$ cat src/design/tcd_pkg.sv
`timescale 1ns / 1ps
// ----------------------------------------------------------------------------
// tcd_pkg
// Parse phase codes, keyword tables and character helpers for the text
// command decoder.
// ----------------------------------------------------------------------------
package tcd_pkg;

  typedef logic [4:0] phase_t;
  typedef logic [3:0] kw_pos_t;
  typedef logic [7:0] char_t;

  // Parse phases
  localparam phase_t PH_START   = 5'd0;
  localparam phase_t PH_KW_EE   = 5'd1;
  localparam phase_t PH_EE_SP   = 5'd2;
  localparam phase_t PH_R_SP    = 5'd3;
  localparam phase_t PH_R_X     = 5'd4;
  localparam phase_t PH_R_DIG   = 5'd5;
  localparam phase_t PH_W_SP    = 5'd6;
  localparam phase_t PH_W_X     = 5'd7;
  localparam phase_t PH_W_DIG   = 5'd8;
  localparam phase_t PH_W_SP2   = 5'd9;
  localparam phase_t PH_V_X     = 5'd10;
  localparam phase_t PH_V_DIG   = 5'd11;
  localparam phase_t PH_DONE_R  = 5'd12;
  localparam phase_t PH_DONE_W  = 5'd13;
  localparam phase_t PH_KW_CAP  = 5'd14;
  localparam phase_t PH_CAP_END = 5'd15;
  localparam phase_t PH_FAIL    = 5'd16;

  // Keyword lengths
  localparam kw_pos_t KW_EE_LEN  = 4'd6;
  localparam kw_pos_t KW_CAP_LEN = 4'd9;

  // Characters of interest
  localparam char_t CH_NUL   = 8'h00;
  localparam char_t CH_SPACE = 8'h20;
  localparam char_t CH_ZERO  = 8'h30;
  localparam char_t CH_E     = 8'h45;
  localparam char_t CH_C     = 8'h43;
  localparam char_t CH_R     = 8'h52;
  localparam char_t CH_W     = 8'h57;
  localparam char_t CH_X_UP  = 8'h58;
  localparam char_t CH_X_LO  = 8'h78;

  // "EEPROM" by position
  function automatic char_t kw_ee_char(input kw_pos_t pos);
    char_t c;
    case (pos)
      4'd0:    c = 8'h45; // E
      4'd1:    c = 8'h45; // E
      4'd2:    c = 8'h50; // P
      4'd3:    c = 8'h52; // R
      4'd4:    c = 8'h4F; // O
      4'd5:    c = 8'h4D; // M
      default: c = 8'h00;
    endcase
    return c;
  endfunction

  // Touch sensor keyword by position
  function automatic char_t kw_cap_char(input kw_pos_t pos);
    char_t c;
    case (pos)
      4'd0:    c = 8'h43; // C
      4'd1:    c = 8'h41; // A
      4'd2:    c = 8'h50; // P
      4'd3:    c = 8'h5F; // _
      4'd4:    c = 8'h54; // T
      4'd5:    c = 8'h4F; // O
      4'd6:    c = 8'h55; // U
      4'd7:    c = 8'h43; // C
      4'd8:    c = 8'h48; // H
      default: c = 8'h00;
    endcase
    return c;
  endfunction

  // Hex digit decode: {is_hex, nibble}
  function automatic logic [4:0] hex_decode(input char_t c);
    logic [4:0] r;
    if (c >= 8'h30 && c <= 8'h39)      r = {1'b1, 4'(c - 8'h30)};
    else if (c >= 8'h41 && c <= 8'h46) r = {1'b1, 4'(c - 8'h37)};
    else if (c >= 8'h61 && c <= 8'h66) r = {1'b1, 4'(c - 8'h57)};
    else                               r = 5'd0;
    return r;
  endfunction

endpackage

$ cat src/design/text_command_decoder.sv
`timescale 1ns / 1ps
// ----------------------------------------------------------------------------
// text_command_decoder
// Character-at-a-time parser for EEPROM read/write and touch sensor commands.
// ----------------------------------------------------------------------------
// Usage:
//   The input channel carries one ASCII character per transfer (in_char_in);
//   a zero byte ends the command. Every character is consumed in the cycle
//   it is transferred, so one character per cycle is sustained unless a
//   zero byte is held back by a stalled result.
//   Each zero byte produces exactly one result on the output channel in the
//   cycle after its transfer, from the output register: cmd_valid, device,
//   read/write, the low 16 address bits and the low 8 data bits. Non-zero
//   characters produce no result.
//   When the receiver stalls, the result holds in the output register.
//   Ordinary characters are still taken meanwhile; only a zero byte is
//   stalled until the waiting result has been transferred.
//   Reset (rst_n low, synchronous) returns the parser to the start of a
//   command and empties the output register.
// ----------------------------------------------------------------------------
module text_command_decoder (
  input  logic               clk,
  input  logic               rst_n,
  input  logic               in_valid,
  output logic               in_stall,
  input  tcd_pkg::char_t     in_char_in,
  output logic               out_valid,
  input  logic               out_stall,
  output logic               out_cmd_valid,
  output logic               out_target_device,
  output logic               out_access_kind,
  output logic [15:0]        out_target_address,
  output logic [7:0]         out_write_data
);
  import tcd_pkg::*;

  phase_t      phase_r, phase_nxt;
  kw_pos_t     kw_pos_r, kw_pos_nxt;
  logic [15:0] addr_acc_r, addr_acc_nxt;
  logic [7:0]  val_acc_r, val_acc_nxt;
  logic        digit_seen_r, digit_seen_nxt;

  logic        out_valid_r, out_valid_nxt;
  logic        res_valid_r, res_valid_nxt;
  logic        res_dev_r, res_dev_nxt;
  logic        res_kind_r, res_kind_nxt;
  logic [15:0] res_addr_r, res_addr_nxt;
  logic [7:0]  res_data_r, res_data_nxt;

  logic        in_xfer;
  logic        is_term;
  logic        load_res;
  logic [4:0]  hex;
  logic        is_hex;

  // Handshake: only a terminator needs the output register
  assign is_term  = (in_char_in == CH_NUL);
  assign in_stall = out_valid_r && out_stall && is_term;
  assign in_xfer  = in_valid && !in_stall;
  assign load_res = in_xfer && is_term;
  assign hex      = hex_decode(in_char_in);
  assign is_hex   = hex[4];

  // Parser next state
  always_comb begin
    phase_nxt      = phase_r;
    kw_pos_nxt     = kw_pos_r;
    addr_acc_nxt   = addr_acc_r;
    val_acc_nxt    = val_acc_r;
    digit_seen_nxt = digit_seen_r;
    if (in_xfer && is_term) begin
      phase_nxt      = PH_START;
      kw_pos_nxt     = '0;
      addr_acc_nxt   = '0;
      val_acc_nxt    = '0;
      digit_seen_nxt = 1'b0;
    end else if (in_xfer) begin
      unique case (phase_r)
        PH_START: begin
          if (in_char_in == CH_E) begin
            phase_nxt  = PH_KW_EE;
            kw_pos_nxt = 4'd1;
          end else if (in_char_in == CH_C) begin
            phase_nxt  = PH_KW_CAP;
            kw_pos_nxt = 4'd1;
          end else begin
            phase_nxt = PH_FAIL;
          end
        end
        PH_KW_EE: begin
          if (kw_pos_r < KW_EE_LEN && in_char_in == kw_ee_char(kw_pos_r)) begin
            kw_pos_nxt = kw_pos_r + 4'd1;
            if (kw_pos_r + 4'd1 == KW_EE_LEN) phase_nxt = PH_EE_SP;
          end else begin
            phase_nxt = PH_FAIL;
          end
        end
        PH_EE_SP: begin
          if (in_char_in == CH_SPACE)  phase_nxt = phase_r;
          else if (in_char_in == CH_R) phase_nxt = PH_R_SP;
          else if (in_char_in == CH_W) phase_nxt = PH_W_SP;
          else                         phase_nxt = PH_FAIL;
        end
        PH_R_SP, PH_W_SP, PH_W_SP2: begin
          if (in_char_in == CH_SPACE) begin
            phase_nxt = phase_r;
          end else if (in_char_in == CH_ZERO) begin
            phase_nxt = (phase_r == PH_R_SP) ? PH_R_X :
                        (phase_r == PH_W_SP) ? PH_W_X : PH_V_X;
          end else begin
            phase_nxt = PH_FAIL;
          end
        end
        PH_R_X, PH_W_X, PH_V_X: begin
          if (in_char_in == CH_X_UP || in_char_in == CH_X_LO) begin
            digit_seen_nxt = 1'b0;
            phase_nxt = (phase_r == PH_R_X) ? PH_R_DIG :
                        (phase_r == PH_W_X) ? PH_W_DIG : PH_V_DIG;
          end else begin
            phase_nxt = PH_FAIL;
          end
        end
        PH_R_DIG, PH_W_DIG: begin
          if (is_hex) begin
            addr_acc_nxt   = {addr_acc_r[11:0], hex[3:0]};
            digit_seen_nxt = 1'b1;
          end else if (!digit_seen_r) begin
            phase_nxt = PH_FAIL;
          end else if (phase_r == PH_R_DIG) begin
            phase_nxt = PH_DONE_R;
          end else begin
            // write address must end in a space
            phase_nxt = (in_char_in == CH_SPACE) ? PH_W_SP2 : PH_FAIL;
          end
        end
        PH_V_DIG: begin
          if (is_hex) begin
            val_acc_nxt    = {val_acc_r[3:0], hex[3:0]};
            digit_seen_nxt = 1'b1;
          end else begin
            phase_nxt = digit_seen_r ? PH_DONE_W : PH_FAIL;
          end
        end
        PH_KW_CAP: begin
          if (kw_pos_r < KW_CAP_LEN && in_char_in == kw_cap_char(kw_pos_r)) begin
            kw_pos_nxt = kw_pos_r + 4'd1;
            if (kw_pos_r + 4'd1 == KW_CAP_LEN) phase_nxt = PH_CAP_END;
          end else begin
            phase_nxt = PH_FAIL;
          end
        end
        PH_CAP_END: phase_nxt = PH_FAIL;
        // trailing text after a finished EEPROM command is ignored
        PH_DONE_R, PH_DONE_W: phase_nxt = phase_r;
        default: phase_nxt = PH_FAIL;
      endcase
    end
  end

  // Result formation and output register control
  always_comb begin
    res_valid_nxt = res_valid_r;
    res_dev_nxt   = res_dev_r;
    res_kind_nxt  = res_kind_r;
    res_addr_nxt  = res_addr_r;
    res_data_nxt  = res_data_r;
    out_valid_nxt = out_valid_r && out_stall;
    if (load_res) begin
      out_valid_nxt = 1'b1;
      res_valid_nxt = 1'b0;
      res_dev_nxt   = 1'b0;
      res_kind_nxt  = 1'b0;
      res_addr_nxt  = '0;
      res_data_nxt  = '0;
      if (phase_r == PH_DONE_R || (phase_r == PH_R_DIG && digit_seen_r)) begin
        res_valid_nxt = 1'b1;
        res_addr_nxt  = addr_acc_r;
      end else if (phase_r == PH_DONE_W || (phase_r == PH_V_DIG && digit_seen_r)) begin
        res_valid_nxt = 1'b1;
        res_kind_nxt  = 1'b1;
        res_addr_nxt  = addr_acc_r;
        res_data_nxt  = val_acc_r;
      end else if (phase_r == PH_CAP_END) begin
        res_valid_nxt = 1'b1;
        res_dev_nxt   = 1'b1;
      end
    end
  end

  // Control and parse state registers
  always_ff @(posedge clk) begin
    if (!rst_n) begin
      phase_r      <= PH_START;
      kw_pos_r     <= '0;
      addr_acc_r   <= '0;
      val_acc_r    <= '0;
      digit_seen_r <= 1'b0;
      out_valid_r  <= 1'b0;
    end else begin
      phase_r      <= phase_nxt;
      kw_pos_r     <= kw_pos_nxt;
      addr_acc_r   <= addr_acc_nxt;
      val_acc_r    <= val_acc_nxt;
      digit_seen_r <= digit_seen_nxt;
      out_valid_r  <= out_valid_nxt;
    end
  end

  // Result payload register
  always_ff @(posedge clk) begin
    res_valid_r <= res_valid_nxt;
    res_dev_r   <= res_dev_nxt;
    res_kind_r  <= res_kind_nxt;
    res_addr_r  <= res_addr_nxt;
    res_data_r  <= res_data_nxt;
  end

  assign out_valid          = out_valid_r;
  assign out_cmd_valid      = res_valid_r;
  assign out_target_device  = res_dev_r;
  assign out_access_kind    = res_kind_r;
  assign out_target_address = res_addr_r;
  assign out_write_data     = res_data_r;

  // Checks
  a_term_restarts: assert property (@(posedge clk) disable iff (!rst_n)
    load_res |=> (phase_r == PH_START && kw_pos_r == '0 && addr_acc_r == '0))
    else $error("parser not restarted after terminator");

  a_term_gives_result: assert property (@(posedge clk) disable iff (!rst_n)
    load_res |=> out_valid_r)
    else $error("terminator transfer produced no result");

  a_invalid_zero: assert property (@(posedge clk) disable iff (!rst_n)
    (out_valid_r && !res_valid_r) |->
      (!res_dev_r && !res_kind_r && res_addr_r == '0 && res_data_r == '0))
    else $error("invalid result carries nonzero fields");

  a_cap_fields: assert property (@(posedge clk) disable iff (!rst_n)
    (out_valid_r && res_dev_r) |->
      (res_valid_r && !res_kind_r && res_addr_r == '0 && res_data_r == '0))
    else $error("touch result carries EEPROM fields");

  a_phase_range: assert property (@(posedge clk) disable iff (!rst_n)
    phase_r <= PH_FAIL)
    else $error("parse phase out of range");

endmodule
$ cat config.mk
export PLATFORM = sky130hd
export DESIGN_NAME = text_command_decoder
export DESIGN_NICKNAME = d
export VERILOG_FILES = /design/src/design/tcd_pkg.sv /design/src/design/text_command_decoder.sv
export SDC_FILE = /design/constraint.sdc
export NUM_CORES = 1
export LEC_CHECK = 0
export ABC_CLOCK_PERIOD_IN_PS = 5200
export CAP_MARGIN = 0
export CORE_ASPECT_RATIO = 0.6
export CORE_MARGIN = 2
export CORE_UTILIZATION = 57
export CTS_CLUSTER_DIAMETER = 120
export DETAILED_ROUTE_END_ITERATION = 8
export DONT_BUFFER_PORTS = 1
export PLACE_DENSITY = 0.72
export SYNTH_ARGS = -nofsm -noshare
export SYNTH_HDL_FRONTEND = slang
export SYNTH_SLANG_ARGS = --single-unit
$ cat constraint.sdc
create_clock -name clk -period 5.2 [get_ports clk]
set_input_delay 1.56 -clock clk [delete_from_list [all_inputs] [get_ports clk]]
set_output_delay 1.56 -clock clk [all_outputs]
set_load 0.02 [all_outputs]
After elaboration in Yosys (flattened, before gate mapping)

Memories as Yosys holds them, arrays and structs flattened. A register that Yosys moved wholly into a read port is not among the register bits.
Cells that the tools add are included.

Bits in latches: 0
Register bits: 62
Input port bits: 12
Logic and storage cells: 152
Bits in writable memories: 0
Memories kept: 1
Bits in read-only memories: 96
Output and inout bits: 29

$lt $le $gt $ge: 8
Reductions and logical operators: 34
Mux-type cells: 48
Add/sub/neg operators: 4
Bitwise operators: 3
Div/mod/pow operators: 0
Multipliers: 0
Shift-type cells: 0
Equality and inequality tests: 43

Memories:

| memory          | words | bits a word | rd ports | clocked after Yosys merged registers in | wr ports | line          | RTL |
|---|---|---|---|---|---|---|---|
| (no name shown) | 16    | 6           | 1        | 1                                       | 0        | tcd_pkg.sv:65 | `case (pos)` |

Operator list:

| cell                 | number |
|---|---|
| $mux W5              | 21 |
| $eq A8 B7 Y1 const B | 6 |
| $mux W8              | 6 |
| $pmux W5 S9          | 1 |
| $eq A5 B4 Y1 const B | 8 |
| $mux W4              | 9 |
| $pmux W7 S5          | 1 |
| $mux W16             | 2 |
| $eq A5 B3 Y1 const B | 4 |
| $eq A8 B6 Y1 const B | 2 |
| $eq A8 B8 Y1         | 2 |
| $ge A8 B7 Y1 const B | 2 |
| $le A8 B7 Y1 const B | 2 |
| $ne A2 B2 Y1 const B | 7 |
| $eq A4 B3 Y1 const B | 3 |
| $pmux W4 S3          | 1 |
| $reduce_or A2 Y1     | 6 |
| $logic_and A1 B1 Y1  | 11 |
| $eq A5 B2 Y1 const B | 2 |
| $ne A3 B3 Y1 const B | 3 |
| $reduce_or A3 Y1     | 3 |
| $eq A4 B2 Y1 const B | 2 |
| $ge A8 B6 Y1 const B | 1 |
| $le A8 B6 Y1 const B | 1 |
| 24 further kinds     | 34 |

Depth between registers and ports, before layout

Gate-level depths: netlist (run 1).

Word-level depth: 12
Mapped depth: 14
Mapped depth without buffers: 14

Least setup slack after synthesis (run 1)

Ideal clock, no wire load.

Path kind: in2out
Start point: input in_char_in[0]
End point: output in_stall
Arrival time: 2,940 ps
Path buffers: 0
Setup slack: 700 ps
Required time: 3,640 ps
Cell stages on the path: 4
Cells stage by stage: inv_1 ha_1 or4b_1 nor3_1

Longest elaborated chain between the ends: 2

RTL lines:

| element             | line                       | RTL |
|---|---|---|
| start: declaration  | text_command_decoder.sv:26 | `input tcd_pkg::char_t in_char_in,` |
| $logic_not A8 Y1    | text_command_decoder.sv:57 | `assign is_term = (in_char_in == CH_NUL);` |
| $logic_and A1 B1 Y1 | text_command_decoder.sv:58 | `assign in_stall = out_valid_r && out_stall && is_term;` |
| end: declaration    | text_command_decoder.sv:25 | `output logic in_stall,` |

No other way between the ends.

Final worst setup path (run 1)

Same ends and word-level chain as after synthesis.

==> results of run 1 <==
[registers in the layout (all words and copies together) (netlist names), named ones only]
name	count
val_acc_r	8
out_target_device	1
out_target_address	16
digit_seen_r	1
kw_pos_r	4
phase_r	5
out_access_kind	1
addr_acc_r	16
out_valid	1
out_write_data	8
out_cmd_valid	1
[Yosys cell counts (3+ instances only)]
| cell | number |
|---|---|
| a211oi_1 | 10 |
| a21o_1 | 4 |
| a21oi_1 | 28 |
| a221oi_1 | 3 |
| a31oi_1 | 5 |
| and2_1 | 29 |
| and3_1 | 4 |
| buf_4 | 3 |
| clkbuf_1 | 23 |
| dfxtp_1 | 41 |
| edfxtp_1 | 27 |
| ha_1 | 16 |
| inv_1 | 15 |
| mux2_2 | 4 |
| mux2i_1 | 11 |
| nand2_1 | 57 |
| nand2b_1 | 6 |
| nand3_1 | 9 |
| nand4_1 | 7 |
| nor2_1 | 53 |
| nor2b_1 | 6 |
| nor3_1 | 14 |
| nor3b_1 | 3 |
| nor4_1 | 5 |
| o21ai_0 | 8 |
| o41ai_2 | 3 |
| or2_2 | 3 |
| or3_1 | 5 |
| xnor2_1 | 3 |
| xor2_1 | 6 |
[metal layers]
layer,track usage (%),vias to the layer above
li1,-,1584
met1,39.7,1540
met2,36.5,160
met3,9.35,10
met4,7.72,0
met5,0,-
[logic make-up (layout without fill, tap and decap cells)]
kind of cell	count (synthesis)	count (layout)	share of synthesized area, %
XOR/XNOR	9	9	1.99
buffers and inverters	45	33	4.61
adder cells (fa/ha/maj)	16	16	5.05
AO/OA/AOI/OAI	88	88	16.0
flip-flops	68	68	41.1
multiplexers	16	16	4.20
AND/OR/NAND/NOR	214	214	27.0
[worst min-delay path by stage]
stage	slack, ns	endpoint	startpoint
after floorplan	0.43	addr_acc_r[12]	addr_acc_r[12]
after global placement	0.44	addr_acc_r[14]	addr_acc_r[14]
after detailed placement	0.44	addr_acc_r[12]	addr_acc_r[12]
after CTS	0.45	addr_acc_r[12]	addr_acc_r[12]
after global routing	0.47	addr_acc_r[13]	addr_acc_r[13]
final	0.45	addr_acc_r[13]	addr_acc_r[13]
[stage by stage]
step	hold slack (ns)	area [um2]	cells	setup slack [ns]	total power [mW]
global route	0.466	4250	531	0.615	1.25
floorplan	0.432	3970	456	0.700	0.621
finish	0.450	4250	531	0.755	1.22
global placement	0.440	3960	515	0.691	0.631
CTS	0.449	4250	531	0.766	1.22
detailed placement	0.442	3960	515	0.530	0.631
[critical path, stage by stage]
cell	delay, ns
inv_1	0.12
ha_1	0.26
or4b_1	0.56
nor3_1	0.22
buf_4	0.17
[power by group]
part	total (mW)	leakage [nW]	internal, mW	switching (mW)
sequential	0.561	0.606	0.553	0.00880
clock	0.594	0.137	0.371	0.223
combinational	0.0616	0.768	0.0221	0.0395
[final cells by class]
class                   count  area share [%]
clock buffers              12            5.56
clock inverters             4            1.21
inverters                  15            1.32
multi-input cells         343            50.6
flip-flops and latches     68            38.4
well taps                  87            2.56
repair buffers              2           0.353
==> flow_summary.ini, run 1 <==
[route]
top_layer_used = met4
dr.first_iter.drc_count = 332
vias = 3294
final_antenna_net_count = 0
wl_met2_mm = 3.89
firstDrtPassIters = 5
met3_wirelength_mm = 1.13
wl_per_cell_um = 18.8
drcViolationCount = 0
wl_met1_mm = 4.85
wirelength_mm = 9.98
routed_via_density = 6.20

[grt]
grt_pass1_wl_mm = 15.4
grt_pass1_vias = 2879
antenna_found_initial = 0
grt_max_degree = 32
overflow = 0
grtUsageTotal_pct = 26.8

[setup_path]
rr_startpoint = kw_pos_r[0]
reg2reg_depth = 13
critPathCapture = in_stall
critical_path_required_ns = 3.64
endpoint_kind = output pin
crit_fanout = 7
critPathKind = in2out
startpoint = in_char_in[0]
startpoint_type = primary input
reg2reg_setup_slack_ns = 1.61
worstPathArrival_ns = 2.88

[logic_synthesis]
yosysTopAreaCell = dfxtp_1
yosysTopAreaCellShare_pct = 20.7
syn-instance-count = 456
yosys_warnings = 0
synth.net_count = 484
synth_edf_count = 27
syn_area_um2 = 3970
synth_seq_cells = 68
yosys-top-cells-area = dfxtp_1, edfxtp_1, nand2_1
ys.flop_type = dfxtp_1
syn_area_per_cell_um2 = 8.70
netlist-cell-type-count = 62
synth-async-reset-ratio_pct = 0
seq_area_frac_synth_pct = 41.1

[timing]
fin_crit_sh_pct = 85.5
slew_headroom_pct = 26.2
setup_viol = 0
rsz0062_at_grt = no
slew_violations = 0
fmax_ghz = 0.225
tns_ns = 0
tightest_slew_ns = 1.11
finClkSkew_ns = 0.00466
finalCriticalPeriod_ns = 4.44
hold_viol_final = 0

[layout]
regArea_um2 = 1630
mostFrequentLayoutCells = nand2_1, nor2_1, dfxtp_1
multiInputGateArea_um2 = 2150
final_layout_size_suffix_gt1_share_pct = 6.53
final_util_pct = 63.4
mostFrequentLayoutCell = nand2_1
area_growth_syn_to_layout_pct = 7.19
diodes = 0
layout.nets = 467
nFillCells = 593

[power]
peakVddDrop_v = 0.000220
p_per_area_nw_per_um2 = 286
cellLeakagePower_nw = 1.51

[cts]
cts_root_buffer = clkbuf_16
cts_sinks = 68
htreeDepth = 3
cts_resized = 0
clock_latency_ns = 0.33
cts_buffer_depth = 2
cts-hold-fix-buffers = 0
clkSlewWorstSetupHoldPaths_ns = 0.05
cts_tree = yes
cts_made_buffers = 9
postCtsSetupBuffers = 0

[floorplan]
start_util_pct = 59.1
ioPinCount = 41
die_h_um = 68.6
core_um2 = 6710
die_w_um = 112
die_area_um2 = 7660
rows = 23

[placed_design]
portBuffers = 0
routabilityCongestion = 0.997
dp_hpwl_mm = 7.21

[hold_path]
hold_depth = 2
hold_class = reg2reg

[flow_run]
cap_violations = 0

[run_status]
status = finished, final reports clean
No activity file was read; power rests on OpenSTA's default activity.
==> inputs of run 2 (changes only) <==
RECOVER_POWER = 100   (was unset)
==> run 2 against run 1 <==
Effect of this change:
- critical path depth unchanged
- die area is the same
- critical path type unchanged
- register-to-register slack got worse by 0.19 ns
- worst hold slack worse by 0.00058 ns
- setup slack got worse by 0.065 ns
- largest cell class unchanged
- sequential power about the same
- sequential share of layout area increased by 0.17 points
- combinational power decreased by 1%
==> flow_summary.ini, run 2 (synthesis results as in run 1) <==
[floorplan]
ioPinCount = 41
die_area_um2 = 7660
die_h_um = 68.6
start_util_pct = 59.1
rows = 23
die_w_um = 112
core_um2 = 6710

[cts]
cts_made_buffers = 9
cts_resized = 0
clkSlewWorstSetupHoldPaths_ns = 0.05
cts_tree = yes
cts_sinks = 68
cts_root_buffer = clkbuf_16
cts-hold-fix-buffers = 0
postCtsSetupBuffers = 0
clock_latency_ns = 0.33
htreeDepth = 3
cts_buffer_depth = 2

[timing]
finalCriticalPeriod_ns = 4.51
slew_headroom_pct = 2.74
finClkSkew_ns = 0.00467
rsz0062_at_grt = no
tightest_slew_ns = 1.46
slew_violations = 0
tns_ns = 0
fin_crit_sh_pct = 86.7
fmax_ghz = 0.222
setup_ws_ns = 0.691
setup_viol = 0
hold_viol_final = 0

[power]
p_seq_share_pct = 46.1
p_per_area_nw_per_um2 = 288
pwr-share-comb_pct = 5.0
p_sw_share_pct = 22.3
p_int_mw = 0.946
p_sw_mw = 0.272
clkPwrFrac_pct = 48.9
peakVddDrop_v = 0.000221
cellLeakagePower_nw = 1.48

[route]
wl_per_cell_um = 18.7
wirelength_mm = 9.91
routed_via_density = 6.22
vias = 3304
drcViolationCount = 0
dr.first_iter.drc_count = 335
final_antenna_net_count = 0
firstDrtPassIters = 5

[layout]
mostFrequentLayoutCell = nand2_1
stdcell_count = 531
final_layout_size_suffix_gt1_share_pct = 5.41
mostFrequentLayoutCells = nand2_1, nor2_1, dfxtp_1
design_area_um2 = 4230
layout.nets = 467
area_growth_syn_to_layout_pct = 6.72
diodes = 0

[grt]
grtUsageTotal_pct = 26.8
grt_pass1_vias = 2879
antenna_found_initial = 0
grt_max_degree = 32
grt_pass1_wl_mm = 15.4
overflow = 0

[setup_path]
max_stage_delay_ns = 0.55
critPathKind = in2out
endpoint_kind = output pin
crit_fanout = 7
cp_slowest_cell = or4b_1
crit_chain = inv_1, ha_1, or4b_1, nor3_1, clkbuf_1
critical_path_required_ns = 3.64
worstPathArrival_ns = 2.95
startpoint_type = primary input

[placed_design]
placedInstanceArea_um2 = 3960
dp_hpwl_mm = 7.21
routabilityCongestion = 0.997
portBuffers = 0
dp_cells = 515
place_ws_ns = 0.530

[run_status]
status = finished, final reports clean

[flow_run]
cap_violations = 0

[hold_path]
hold_class = reg2reg
## run 2: changes by cell type in the layout (fill, tap and decap cells not counted), moves of 2 or more
cell	before	now
clkbuf_1	3	5
and2_1	29	11
and2_0	1	19
buf_4	2	0
## run 2: layer usage
metal  wire length, um  GRT usage [%]  vias up
li1                  -              -     1588
met3              1160           9.35        8
met5                 0              0        -
met2              3890           36.5      171
met4                92           7.72        0
met1              4770           39.7     1537
## run 2: power groups by stage
stage / clock, mW / sequential, mW / combinational (mW)
6_report: 0.596 / 0.561 / 0.0608
2_1_floorplan: 0 / 0.565 / 0.0556
5_1_grt: 0.621 / 0.562 / 0.0662
4_1_cts: 0.598 / 0.561 / 0.0598
3_5_place_dp: 0 / 0.572 / 0.0592
3_3_place_gp: 0 / 0.572 / 0.0585
## run 2: layout make-up
class | count | area (um2)
Fill cell | 597 | 2470
Multi-Input combinational cell | 343 | 2140
Clock buffer | 12 | 236
Clock inverter | 4 | 51.3
Sequential cell | 68 | 1630
Inverter | 15 | 56.3
Timing Repair Buffer | 2 | 7.51
Tap cell | 87 | 109
## run 2: worst paths after layout
kind,startpoint,endpoint,slack (ns),cells after the start
setup / recovery,in_char_in[0],in_stall,0.69,5
hold / removal,addr_acc_r[13],addr_acc_r[13],0.45,2
setup reg to reg,kw_pos_r[0],flip-flop,1.42,10
hold reg to reg,addr_acc_r[13],addr_acc_r[13],0.45,2
## run 2: critical path: cells and delay by family
family	cells	cell delay [ns]
buffers and inverters	2	0.36
adders and majority gates	1	0.26
and+or+nand+nor	2	0.76
## run 2: stage by stage
stage | hold WS [ns] | power (mW) | util, %
6_report | 0.450 | 1.22 | 63.1
5_1_grt | 0.466 | 1.25 | 63.1
4_1_cts | 0.449 | 1.22 | 63.4
3_5_place_dp | 0.442 | 0.631 | 59.1
3_3_place_gp | 0.440 | 0.631 | 59.1
2_1_floorplan | 0.432 | 0.621 | -
